## src/smh_pkg.sv

```systemverilog
`default_nettype none
// ----------------------------------------------------------------------------
// SHA-256 message hasher package
// Round constants, initial hash value, padding words and the SHA-256 mixing
// functions.
// ----------------------------------------------------------------------------
package smh_pkg;

    localparam int unsigned WORD_W  = 32;
    localparam int unsigned ROUNDS  = 64;
    localparam int unsigned HASH_N  = 8;
    localparam int unsigned BLOCK_N = 16;

    // Padding: marker byte in the top byte of a word, and the word slot of
    // the upper length half (448 bits into the block).
    localparam logic [31:0] PAD_MARK_WORD = 32'h8000_0000;
    localparam logic [3:0]  LEN_HI_SLOT   = 4'd14;
    localparam logic [3:0]  LAST_SLOT     = 4'd15;
    localparam logic [2:0]  FULL_BYTES    = 3'd4;
    localparam logic [63:0] FULL_WORD_BITS = 64'd32;

    localparam logic [31:0] ROUND_K [ROUNDS] = '{
        32'h428a2f98, 32'h71374491, 32'hb5c0fbcf, 32'he9b5dba5,
        32'h3956c25b, 32'h59f111f1, 32'h923f82a4, 32'hab1c5ed5,
        32'hd807aa98, 32'h12835b01, 32'h243185be, 32'h550c7dc3,
        32'h72be5d74, 32'h80deb1fe, 32'h9bdc06a7, 32'hc19bf174,
        32'he49b69c1, 32'hefbe4786, 32'h0fc19dc6, 32'h240ca1cc,
        32'h2de92c6f, 32'h4a7484aa, 32'h5cb0a9dc, 32'h76f988da,
        32'h983e5152, 32'ha831c66d, 32'hb00327c8, 32'hbf597fc7,
        32'hc6e00bf3, 32'hd5a79147, 32'h06ca6351, 32'h14292967,
        32'h27b70a85, 32'h2e1b2138, 32'h4d2c6dfc, 32'h53380d13,
        32'h650a7354, 32'h766a0abb, 32'h81c2c92e, 32'h92722c85,
        32'ha2bfe8a1, 32'ha81a664b, 32'hc24b8b70, 32'hc76c51a3,
        32'hd192e819, 32'hd6990624, 32'hf40e3585, 32'h106aa070,
        32'h19a4c116, 32'h1e376c08, 32'h2748774c, 32'h34b0bcb5,
        32'h391c0cb3, 32'h4ed8aa4a, 32'h5b9cca4f, 32'h682e6ff3,
        32'h748f82ee, 32'h78a5636f, 32'h84c87814, 32'h8cc70208,
        32'h90befffa, 32'ha4506ceb, 32'hbef9a3f7, 32'hc67178f2
    };

    localparam logic [31:0] HASH_INIT [HASH_N] = '{
        32'h6a09e667, 32'hbb67ae85, 32'h3c6ef372, 32'ha54ff53a,
        32'h510e527f, 32'h9b05688c, 32'h1f83d9ab, 32'h5be0cd19
    };

    function automatic logic [31:0] rotr(input logic [31:0] x, input int unsigned n);
        return (x >> n) | (x << (WORD_W - n));
    endfunction

    // Message schedule mixers
    function automatic logic [31:0] sched_s0(input logic [31:0] x);
        return rotr(x, 7) ^ rotr(x, 18) ^ (x >> 3);
    endfunction

    function automatic logic [31:0] sched_s1(input logic [31:0] x);
        return rotr(x, 17) ^ rotr(x, 19) ^ (x >> 10);
    endfunction

    // Compression mixers
    function automatic logic [31:0] big_s0(input logic [31:0] x);
        return rotr(x, 2) ^ rotr(x, 13) ^ rotr(x, 22);
    endfunction

    function automatic logic [31:0] big_s1(input logic [31:0] x);
        return rotr(x, 6) ^ rotr(x, 11) ^ rotr(x, 25);
    endfunction

    function automatic logic [31:0] choose(input logic [31:0] e, input logic [31:0] f,
                                           input logic [31:0] g);
        return (e & f) ^ (~e & g);
    endfunction

    function automatic logic [31:0] majority(input logic [31:0] a, input logic [31:0] b,
                                             input logic [31:0] c);
        return (a & b) ^ (a & c) ^ (b & c);
    endfunction

endpackage
`default_nettype wire

```

## src/sha256_message_hasher.sv

```systemverilog
// Stall: the word that fills a block is taken, then the input is held through load,
//   64 rounds and add; other words are taken while the hasher is idle.
// Throughput is set by the single round unit, which reads the block memory one word
//   per round; no new words are taken while a block is compressed.
// End of message: padding words and one or two blocks, then 8 digest items.
// Reset: asynchronous, active low; chain hash to the initial value, length zero.
`default_nettype none
// ----------------------------------------------------------------------------
// SHA-256 message hasher
// Streams big-endian message words into a 16-word block memory, pads the
// message at its last word, compresses each block with one round per cycle
// and emits the eight digest words as separate items.
// ----------------------------------------------------------------------------
module sha256_message_hasher
    import smh_pkg::*;
(
    input  wire logic        clk,
    input  wire logic        rst_n,
    // input item
    input  wire logic        s_axis_tvalid,
    output      logic        s_axis_tready,
    input  wire logic [39:0] s_axis_tdata,   // [31:0] message_word, [34:32] bytes_valid
    input  wire logic        s_axis_tlast,   // end_of_message
    // result item
    output      logic        m_axis_tvalid,
    input  wire logic        m_axis_tready,
    output      logic [39:0] m_axis_tdata,   // [31:0] digest_word, [34:32] digest_index
    output      logic        m_axis_tlast    // digest_done
);

    typedef enum logic [2:0] {
        S_IDLE,     // take message words
        S_PAD,      // push padding and length words
        S_PRIME,    // load working registers, fetch word 0
        S_ROUND,    // one compression round per cycle
        S_UPDATE,   // add working registers into the chain hash
        S_FINISH    // hand the digest to the output register
    } state_t;

    typedef enum logic [1:0] {
        PH_MARK,    // 0x80 marker word still due
        PH_ZERO,    // zero fill up to the length slot
        PH_LO,      // lower length half due
        PH_DONE     // padding complete
    } phase_t;

    // ---------------------------------------------------------------- registers
    state_t       state_reg,    state_next;
    phase_t       phase_reg,    phase_next;
    logic [3:0]   wp_reg,       wp_next;        // next free word slot of the block
    logic [5:0]   round_reg,    round_next;
    logic [63:0]  bit_len_reg,  bit_len_next;   // message length in bits, mod 2^64
    logic         msg_end_reg,  msg_end_next;   // last word seen, padding in progress
    logic         out_busy_reg, out_busy_next;
    logic [2:0]   out_idx_reg,  out_idx_next;

    logic [31:0]  chain_reg  [HASH_N];
    logic [31:0]  chain_next [HASH_N];
    logic [31:0]  work_reg   [HASH_N];
    logic [31:0]  work_next  [HASH_N];
    logic [31:0]  sched_reg  [BLOCK_N];         // W[t-16] at index 0 .. W[t-1] at 15
    logic [31:0]  sched_next [BLOCK_N];
    logic [31:0]  w_reg,        w_next;         // precomputed W[t] for rounds 16..63
    logic [31:0]  digest_reg  [HASH_N];         // output shift line, head at index 0
    logic [31:0]  digest_next [HASH_N];

    // Block memory: written by the push path, read by the round unit. The two
    // never run in the same cycle, so no forwarding is needed.
    logic [31:0]  buf_mem [BLOCK_N];
    logic [31:0]  rd_data_reg;
    logic [3:0]   rd_addr;
    logic         push_en;
    logic [31:0]  push_word;

    // ---------------------------------------------------------------- input decode
    logic [31:0]  in_word;
    logic [2:0]   in_bytes;
    logic [2:0]   n_sat;
    logic [31:0]  final_word;
    logic         in_accept;

    assign in_word   = s_axis_tdata[31:0];
    assign in_bytes  = s_axis_tdata[34:32];
    assign n_sat     = (in_bytes > FULL_BYTES) ? FULL_BYTES : in_bytes;
    assign in_accept = s_axis_tvalid && s_axis_tready;

    // Keep the valid leading bytes, put the marker byte right after them if the word has room.
    always_comb
    begin
        case (n_sat)
            3'd0:    final_word = PAD_MARK_WORD;
            3'd1:    final_word = {in_word[31:24], 24'h80_0000};
            3'd2:    final_word = {in_word[31:16], 16'h8000};
            3'd3:    final_word = {in_word[31:8], 8'h80};
            default: final_word = in_word;
        endcase
    end

    // ---------------------------------------------------------------- round datapath
    logic [31:0]  w_cur;
    logic [31:0]  w_new;
    logic [31:0]  t1;
    logic [31:0]  t2;

    // Rounds 0..15 take the block word from memory, later rounds the
    // schedule word prepared in the previous cycle.
    assign w_cur = (round_reg[5:4] == 2'b00) ? rd_data_reg : w_reg;
    // W[t+1] from the window as it stands during round t
    assign w_new = sched_s1(sched_reg[15]) + sched_reg[10]
                 + sched_s0(sched_reg[2]) + sched_reg[1];
    assign t1 = work_reg[7] + big_s1(work_reg[4])
              + choose(work_reg[4], work_reg[5], work_reg[6])
              + ROUND_K[round_reg] + w_cur;
    assign t2 = big_s0(work_reg[0]) + majority(work_reg[0], work_reg[1], work_reg[2]);

    // Fetch word 0 while priming, then one word ahead of the round count.
    assign rd_addr = (state_reg == S_PRIME) ? 4'd0 : (round_reg[3:0] + 4'd1);

    // ---------------------------------------------------------------- next state
    always_comb
    begin
        state_next    = state_reg;
        phase_next    = phase_reg;
        round_next    = round_reg;
        bit_len_next  = bit_len_reg;
        msg_end_next  = msg_end_reg;
        out_busy_next = out_busy_reg;
        out_idx_next  = out_idx_reg;
        chain_next    = chain_reg;
        work_next     = work_reg;
        sched_next    = sched_reg;
        w_next        = w_reg;
        digest_next   = digest_reg;
        push_en       = 1'b0;
        push_word     = '0;

        // Drain the digest one word per accepted result item.
        if (out_busy_reg && m_axis_tready)
        begin
            for (int i = 0; i < HASH_N - 1; i++)
            begin
                digest_next[i] = digest_reg[i + 1];
            end
            out_idx_next = out_idx_reg + 3'd1;
            if (out_idx_reg == 3'd7)
            begin
                out_busy_next = 1'b0;
            end
        end

        case (state_reg)
            S_IDLE:
            begin
                if (in_accept)
                begin
                    push_en = 1'b1;
                    if (!s_axis_tlast)
                    begin
                        // sender must let non-final words always carry four bytes; unchecked
                        push_word    = in_word;
                        bit_len_next = bit_len_reg + FULL_WORD_BITS;
                    end
                    else
                    begin
                        push_word    = final_word;
                        bit_len_next = bit_len_reg + {58'd0, n_sat, 3'b000};
                        msg_end_next = 1'b1;
                        phase_next   = (n_sat == FULL_BYTES) ? PH_MARK : PH_ZERO;
                        state_next   = S_PAD;
                    end
                end
            end

            S_PAD:
            begin
                push_en = 1'b1;
                case (phase_reg)
                    PH_MARK:
                    begin
                        push_word  = PAD_MARK_WORD;
                        phase_next = PH_ZERO;
                    end
                    PH_ZERO:
                    begin
                        if (wp_reg == LEN_HI_SLOT)
                        begin
                            push_word  = bit_len_reg[63:32];
                            phase_next = PH_LO;
                        end
                        else
                        begin
                            push_word = '0;
                        end
                    end
                    PH_LO:
                    begin
                        push_word  = bit_len_reg[31:0];
                        phase_next = PH_DONE;
                    end
                    default:
                    begin
                        push_en    = 1'b0;
                        state_next = S_FINISH;
                    end
                endcase
            end

            S_PRIME:
            begin
                work_next  = chain_reg;
                round_next = '0;
                state_next = S_ROUND;
            end

            S_ROUND:
            begin
                work_next[7] = work_reg[6];
                work_next[6] = work_reg[5];
                work_next[5] = work_reg[4];
                work_next[4] = work_reg[3] + t1;
                work_next[3] = work_reg[2];
                work_next[2] = work_reg[1];
                work_next[1] = work_reg[0];
                work_next[0] = t1 + t2;
                for (int i = 0; i < BLOCK_N - 1; i++)
                begin
                    sched_next[i] = sched_reg[i + 1];
                end
                sched_next[BLOCK_N - 1] = w_cur;
                w_next     = w_new;
                round_next = round_reg + 6'd1;
                if (round_reg == 6'(ROUNDS - 1))
                begin
                    state_next = S_UPDATE;
                end
            end

            S_UPDATE:
            begin
                for (int i = 0; i < HASH_N; i++)
                begin
                    chain_next[i] = chain_reg[i] + work_reg[i];
                end
                if (!msg_end_reg)
                begin
                    state_next = S_IDLE;
                end
                else if (phase_reg == PH_DONE)
                begin
                    state_next = S_FINISH;
                end
                else
                begin
                    state_next = S_PAD;
                end
            end

            S_FINISH:
            begin
                // Hold until the previous digest has left the output line.
                if (!out_busy_reg)
                begin
                    digest_next   = chain_reg;
                    chain_next    = HASH_INIT;
                    bit_len_next  = '0;
                    msg_end_next  = 1'b0;
                    out_busy_next = 1'b1;
                    out_idx_next  = '0;
                    state_next    = S_IDLE;
                end
            end

            default:
            begin
                state_next = S_IDLE;
            end
        endcase

        // A push into the last slot closes the block: compress it.
        if (push_en && (wp_reg == LAST_SLOT))
        begin
            state_next = S_PRIME;
        end
    end

    assign wp_next = push_en ? (wp_reg + 4'd1) : wp_reg;

    // ---------------------------------------------------------------- control registers
    always_ff @(posedge clk or negedge rst_n)
    begin
        if (!rst_n)
        begin
            state_reg    <= S_IDLE;
            phase_reg    <= PH_ZERO;
            wp_reg       <= '0;
            round_reg    <= '0;
            bit_len_reg  <= '0;
            msg_end_reg  <= 1'b0;
            out_busy_reg <= 1'b0;
            out_idx_reg  <= '0;
            chain_reg    <= HASH_INIT;
            for (int i = 0; i < HASH_N; i++)
            begin
                work_reg[i] <= '0;
            end
        end
        else
        begin
            state_reg    <= state_next;
            phase_reg    <= phase_next;
            wp_reg       <= wp_next;
            round_reg    <= round_next;
            bit_len_reg  <= bit_len_next;
            msg_end_reg  <= msg_end_next;
            out_busy_reg <= out_busy_next;
            out_idx_reg  <= out_idx_next;
            chain_reg    <= chain_next;
            work_reg     <= work_next;
        end
    end

    // ---------------------------------------------------------------- payload registers
    always_ff @(posedge clk)
    begin
        sched_reg  <= sched_next;
        w_reg      <= w_next;
        digest_reg <= digest_next;
    end

    // ---------------------------------------------------------------- block memory
    always_ff @(posedge clk)
    begin
        if (push_en)
        begin
            buf_mem[wp_reg] <= push_word;
        end
        rd_data_reg <= buf_mem[rd_addr];
    end

    // ---------------------------------------------------------------- ports
    assign s_axis_tready = (state_reg == S_IDLE);
    assign m_axis_tvalid = out_busy_reg;
    assign m_axis_tdata  = {5'd0, out_idx_reg, digest_reg[0]};
    assign m_axis_tlast  = (out_idx_reg == 3'd7);

endmodule
`default_nettype wire
```

## config.mk

```make
export PLATFORM = sky130hd
export DESIGN_NAME = sha256_message_hasher
export DESIGN_NICKNAME = d
export VERILOG_FILES = /design/src/smh_pkg.sv /design/src/sha256_message_hasher.sv
export SDC_FILE = /design/constraint.sdc
export NUM_CORES = 2
export LEC_CHECK = 0
export BUFFER_PORTS_ARGS = -buffer_cell sky130_fd_sc_hd__buf_2
export CAP_MARGIN = 20
export CORE_ASPECT_RATIO = 1.5
export CORE_MARGIN = 4
export CORE_UTILIZATION = 25
export DETAILED_ROUTE_END_ITERATION = 7
export GPL_ROUTABILITY_DRIVEN = 0
export HOLD_SLACK_MARGIN = 0.05
export PLACE_DENSITY = 0.42
export SETUP_SLACK_MARGIN = 0.5
export SKIP_LAST_GASP = 1
export SLEW_MARGIN = 40
export SYNTH_ARGS = -nofsm -noshare
export SYNTH_HDL_FRONTEND = slang
export SYNTH_SLANG_ARGS = --single-unit
```

## constraint.sdc

```tcl
create_clock -name clk -period 34.9 [get_ports clk]
set_clock_uncertainty 0.2 [all_clocks]
set_input_delay 6.98 -clock clk [delete_from_list [all_inputs] [get_ports clk]]
set_output_delay 6.98 -clock clk [all_outputs]
set_load 0.05 [all_outputs]
```

# Word-level counts from Yosys, hierarchy flattened

Memory sizes are Yosys's and may differ from the RTL's. A register that Yosys moved wholly into a read port is not among the register bits.
Index checks and enable logic that the tools add are counted.

Bits in registers: 1,364
Latch bits: 0
RAM bits: 512
Memory bits (read-only): 2,048
Bits of input ports: 45
Output and inout bits: 43
Word-level logic and storage cells: 202
Memories kept: 2

Memories:

| memory          | depth | bits a word | read ports | clocked after memory_dff | write ports | RTL line                     | source |
|---|---|---|---|---|---|---|---|
| (no name shown) | 64    | 32          | 1          | 0                        | 0           | sha256_message_hasher.sv:113 | `+ ROUND_K[round_reg] + w_cur;` |
| buf_mem         | 16    | 32          | 1          | 1                        | 1           | sha256_message_hasher.sv:69  | `logic [31:0] buf_mem [BLOCK_N];` |

$add $sub $neg: 24
Multiply operators: 0
Divide/modulo/power cells: 0
$lt $le $gt $ge: 2
Eq/ne operators: 26
Shifts and indexed selects: 0
Multiplexer cells: 53
Bitwise gates (word level): 29
Reductions and logical operators: 18

Operators by type and width:

| cell                                                            | number |
|---|---|
| 256-bit one-hot mux with 2 select lines                         | 2 |
| 256-bit 2-to-1 mux                                              | 3 |
| 32-bit adder                                                    | 18 |
| 32-bit bitwise XOR                                              | 9 |
| 224-bit 2-to-1 mux                                              | 1 |
| 32-bit 2-to-1 mux                                               | 6 |
| 64-bit 2-to-1 mux                                               | 3 |
| 32-bit bitwise AND                                              | 5 |
| 32-bit one-hot mux with 4 select lines                          | 1 |
| 64-bit one-hot mux with 2 select lines                          | 1 |
| 32-bit one-hot mux with 3 select lines                          | 1 |
| 64-bit by 6-bit adder with 64-bit output                        | 1 |
| 64-bit by 6-bit adder with 64-bit output, second input constant | 1 |
| 32-bit one-hot mux with 2 select lines                          | 1 |
| 3-bit 2-to-1 mux                                                | 12 |
| 32-bit inverter                                                 | 1 |
| 10-bit by 32-bit OR with 32-bit output                          | 1 |
| 13-bit by 32-bit OR with 32-bit output                          | 1 |
| 14-bit by 32-bit OR with 32-bit output                          | 1 |
| 15-bit by 32-bit OR with 32-bit output                          | 1 |
| 19-bit by 32-bit OR with 32-bit output                          | 1 |
| 21-bit by 32-bit OR with 32-bit output                          | 1 |
| 25-bit by 32-bit OR with 32-bit output                          | 1 |
| 26-bit by 32-bit OR with 32-bit output                          | 1 |
| other kinds (40)                                                | 78 |

# Depth between registers and ports, before layout

Word-level depth: 9
Mapped depth: 41
Depth with buffers taken out: 38

# Worst setup path after synthesis

Ideal clock, no wire load.

Kind: register -> register
From: register state_reg[1]
To: register state_reg[2]
Setup time: 84 ps
Data arrival time: 12,175 ps
Required time: 34,616 ps
Slack: 22,440 ps
Stages on the path, launching flop included: 9
Path buffers: 1
Period minus slack after synthesis: 12,460 ps
Path through: dfrtp_1 clkbuf_1 nor2b_1 nand2_1 inv_1 nand2_1 nand4_1 o21ai_0 o21ai_0

Longest elaborated chain between the ends: 7
Elaborated cells on any way between the ends: 18
Classes of those cells: eq/ne: 10; mux: 4; reduce/logical: 4

RTL lines:

| element                                                                                                           | RTL line                                                   | source |
|---|---|---|
| start, declared                                                                                                   | sha256_message_hasher.sv:48                                | `state_t state_reg, state_next;` |
| start signal, assigned                                                                                            | sha256_message_hasher.sv:309                               | `state_reg <= state_next;` |
| 3-bit zero test                                                                                                   | sha256_message_hasher.sv:151, sha256_message_hasher.sv:341 |  |
| 1-bit logical AND                                                                                                 | sha256_message_hasher.sv:85                                | `assign in_accept = s_axis_tvalid && s_axis_tready;` |
| 1-bit 2-to-1 mux                                                                                                  | sha256_message_hasher.sv:154                               | `if (in_accept)` |
| 1-bit one-hot mux with 2 select lines                                                                             | sha256_message_hasher.sv:151                               | `case (state_reg)` |
| 1-bit logical AND                                                                                                 | sha256_message_hasher.sv:280                               | `if (push_en && (wp_reg == LAST_SLOT))` |
| 3-bit inequality test (no source line) / 3-bit by 1-bit inequality test with 1-bit output (equally long branches) | --                                                         |  |
| 5-bit AND reduction (no source line)                                                                              | --                                                         |  |

Several ways; a longest one is shown, not always the timed one.
A chain may end at the register's enable or synchronous reset.

# Final worst setup path

From: register round_reg[0]
To: register work_reg[252] (netlist bit)

Longest elaborated chain between the ends: 8

RTL lines:

| element                                                | RTL line                     | source |
|---|---|---|
| start, declared                                        | sha256_message_hasher.sv:51  | `logic [5:0] round_reg, round_next;` |
| start signal, assigned                                 | sha256_message_hasher.sv:312 | `round_reg <= round_next;` |
| 6-bit inverter with 7-bit output (implied by the code) | sha256_message_hasher.sv:113 |  |
| memory read 64 x 32 bit                                | --                           |  |
| 32-bit 2-to-1 mux (implied by the code) (2 in series)  | sha256_message_hasher.sv:113 |  |
| 32-bit adder (2 in series)                             | sha256_message_hasher.sv:113 |  |
| 32-bit adder                                           | sha256_message_hasher.sv:224 | `work_next[0] = t1 + t2;` |
| 256-bit one-hot mux with 2 select lines                | sha256_message_hasher.sv:151 |  |
| end signal, assigned                                   | sha256_message_hasher.sv:318 | `work_reg <= work_next;` |
| end, declared                                          | sha256_message_hasher.sv:59  | `logic [31:0] work_reg [HASH_N];` |

Every way passes these cells. The select of a mux whose other input is x is not followed.

==> flow_summary.yaml <==
detailed_routing:
  dr.pass1.iters: 6
  first_iter_violations: 4391
  m1WireLength_um: 133000
  wirelength_um: 335000
  detail_route.vias_per_cell: 4.78
  ant_nets: 0
  routed-wl-met2_um: 175000
  drc_errors: 0
  dr.max_layer_used: "met5"
  vias: 70587
  met3_length_um: 11400
  routedWlPerCell_um: 22.7
sta:
  timing.hold.ws_ps: 184
  relSlewSlack: 0.357
  fmax_ghz: 0.0870
  finalSetupViolations: 0
  final.setup.tns_ps: 0
  rsz0062_at_grt: "no"
  period_minus_slack_ps: 11490
  fin_crit_sh: 0.329
  worstMarginPinSlew_ps: 962
  hold_violations: 0
  slew_viol_final: 0
  fin_ws_ps: 23410
layout:
  syn_to_final_growth_pct: 13.8
  final_layout_size_suffix_gt1_frac: 0.0990
  stdcell_count: 14752
  fin_nets: 9933
  multi_input_area_sq_um: 44800
  largest_reg_flops: 512
  fillers: 41268
  utilization: 0.286
  final_area_sq_um: 114000
  ff_latch_area_sq_um: 51900
min_path:
  whs_path_depth: 0
  hold_path.class: "reg2reg"
  hp-start: "sched_reg[122]"
  min_to: "sched_reg[154]"
floorplanning:
  fp.dieH_um: 783
  design.core.area_sq_um: 399000
  initial_core_util: 0.251
  die_x_um: 525
  die-area_sq_um: 411000
  row_count: 284
  ios: 88
synthesis:
  ys_ff_latch: 1905
  yosysTopAreaCell: "edfxtp_1"
  synth_top_cells_by_count: "nand2_1, edfxtp_1, o21ai_0"
  syn_avg_cell_area_sq_um: 10.7
  yosys.cell_types.count: 94
  ys_seq_area_frac: 0.518
  synthCells: 9351
  post-synth-top-count-cell: "nand2_1"
  ys.flop_type: "edfxtp_1"
  synth_top_area_share: 0.317
  synth_edf_count: 1056
  synth_warnings: 0
  ys_async_sr_fraction: 0.311
  netlist_area_sq_um: 100000
  synth.area.top_cells: "edfxtp_1, dfrtp_1, ha_1, dfxtp_1, nand2_1"
grt:
  track_usage: 0.159
  grt_max_degree: 120
  antenna_found_initial: 9
  grt.overflow.total: 0
  grt_pass1_vias: 72465
  grt_pass1_wl_um: 492000
critical_path:
  path_class: "reg2reg"
  reg2reg_from: "round_reg[0]"
  cp-end-kind: "flop"
  r2r_slack_ps: 23410
  startpoint_type: "flop"
  r2r_end: "work_reg[252]"
  cp_max_fo: 51
  max_stage_delay_ps: 680
  crit_required_ps: 35460
  r2r_cells: 32
  crit_arrival_ps: 12050
  crit_path_top_delay_cell: "ha_4"
clock_network:
  clk_pin_slew_ps: 60
  clock-sinks: 1905
  hold_buffers: 0
  htree_num_levels: 4
  cts_resized: 0
  clock_latency_ps: 890
  root_buffer: "clkbuf_16"
  cts_tree: "built"
  post_cts_buffers: 0
  cts_buffer_depth: 4
  cts_buffers: 219
placement:
  placed_cells: 14342
  postPlaceCellArea_sq_um: 107000
  dpl.hpwl_um: 230000
  port_buffers: 77
  place_ws_ps: 23580
power:
  p_total_mw: 5.26
  ir_drop_mv: 0.0443
  p_leak_nw: 45.3
  p_per_area_nw_per_um2: 46.2
outcome:
  outcome: "finished, final reports clean"
run:
  max_cap_viol_count: 0
-- where the power goes --
group	leakage (nW)	total [mW]	internal (mW)	switching, mW
combinational	23.4	0.373	0.117	0.255
clock	3.45	2.31	1.34	0.976
sequential	18.5	2.58	2.49	0.0909
total	45.3	5.26	3.94	1.32
-- cell families after synthesis --
family	Yosys count	synth area share
XOR/XNOR	626	0.0549
multiplexers	519	0.0547
adder cells (fa/ha/maj)	620	0.0921
other	1	0.0000375
flip-flops	1905	0.518
AND/OR/NAND/NOR	2365	0.102
AO/OA/AOI/OAI	2354	0.140
buffers and inverters	961	0.0374
-- critical path: cells and delay by family, from the launching register on --
family / cells / cell delay [ps]
compound gates: 17 / 5550
xor+xnor: 2 / 420
fa+ha+maj: 5 / 2500
buf+inv: 5 / 1150
flops: 1 / 600
simple gates: 3 / 880
-- layout by cell type (no fill, tap or decap), drive strengths merged, types with 30 or more instances in the layout --
cell / instances
nor2b: 56
a221oi: 44
a21oi: 623
mux2i: 360
nand3: 160
nand2b: 81
nor3: 101
xor2: 259
o21a: 56
nand4: 30
clkbuf: 304
dfxtp: 256
and3: 68
a31oi: 265
edfxtp: 1056
o221ai: 45
a21o: 136
dfrtp: 456
a211oi: 39
clkinv: 64
xnor2: 366
mux2: 152
ha: 414
inv: 446
o21bai: 52
fa: 197
o31ai: 34
nand2: 1114
or3: 31
o21ai: 834
dfstp: 137
buf: 224
nor2: 636
-- worst max-delay path by stage --
stage                             from       endpoint  slack, ps  cells after the start
after detailed placement  round_reg[0]  work_reg[252]      23580                     35
final                     round_reg[0]  work_reg[252]      23410                     32
after global routing      round_reg[0]  work_reg[252]      23090                     32
after floorplan           state_reg[1]   state_reg[2]      22440                      8
after CTS                 round_reg[0]  work_reg[252]      23530                     35
after global placement    round_reg[0]  work_reg[252]      23220                     35
-- per-layer routing --
metal / GRT usage / up-vias
met5: 0 / -
met4: 0.0683 / 2
met3: 0.0181 / 577
met2: 0.296 / 1499
met1: 0.182 / 35344
li1: - / 33165
-- cell type report --
class / count / share of cell area
multi-input cells: 6489 / 0.394
clock buffers: 303 / 0.0531
well taps: 5291 / 0.0581
flip-flops and latches: 1905 / 0.455
diodes: 4 / 0.0000879
clock inverters: 98 / 0.00882
repair buffers: 225 / 0.0164
inverters: 437 / 0.0145
Note: power is estimated with default switching activity, not from simulation.
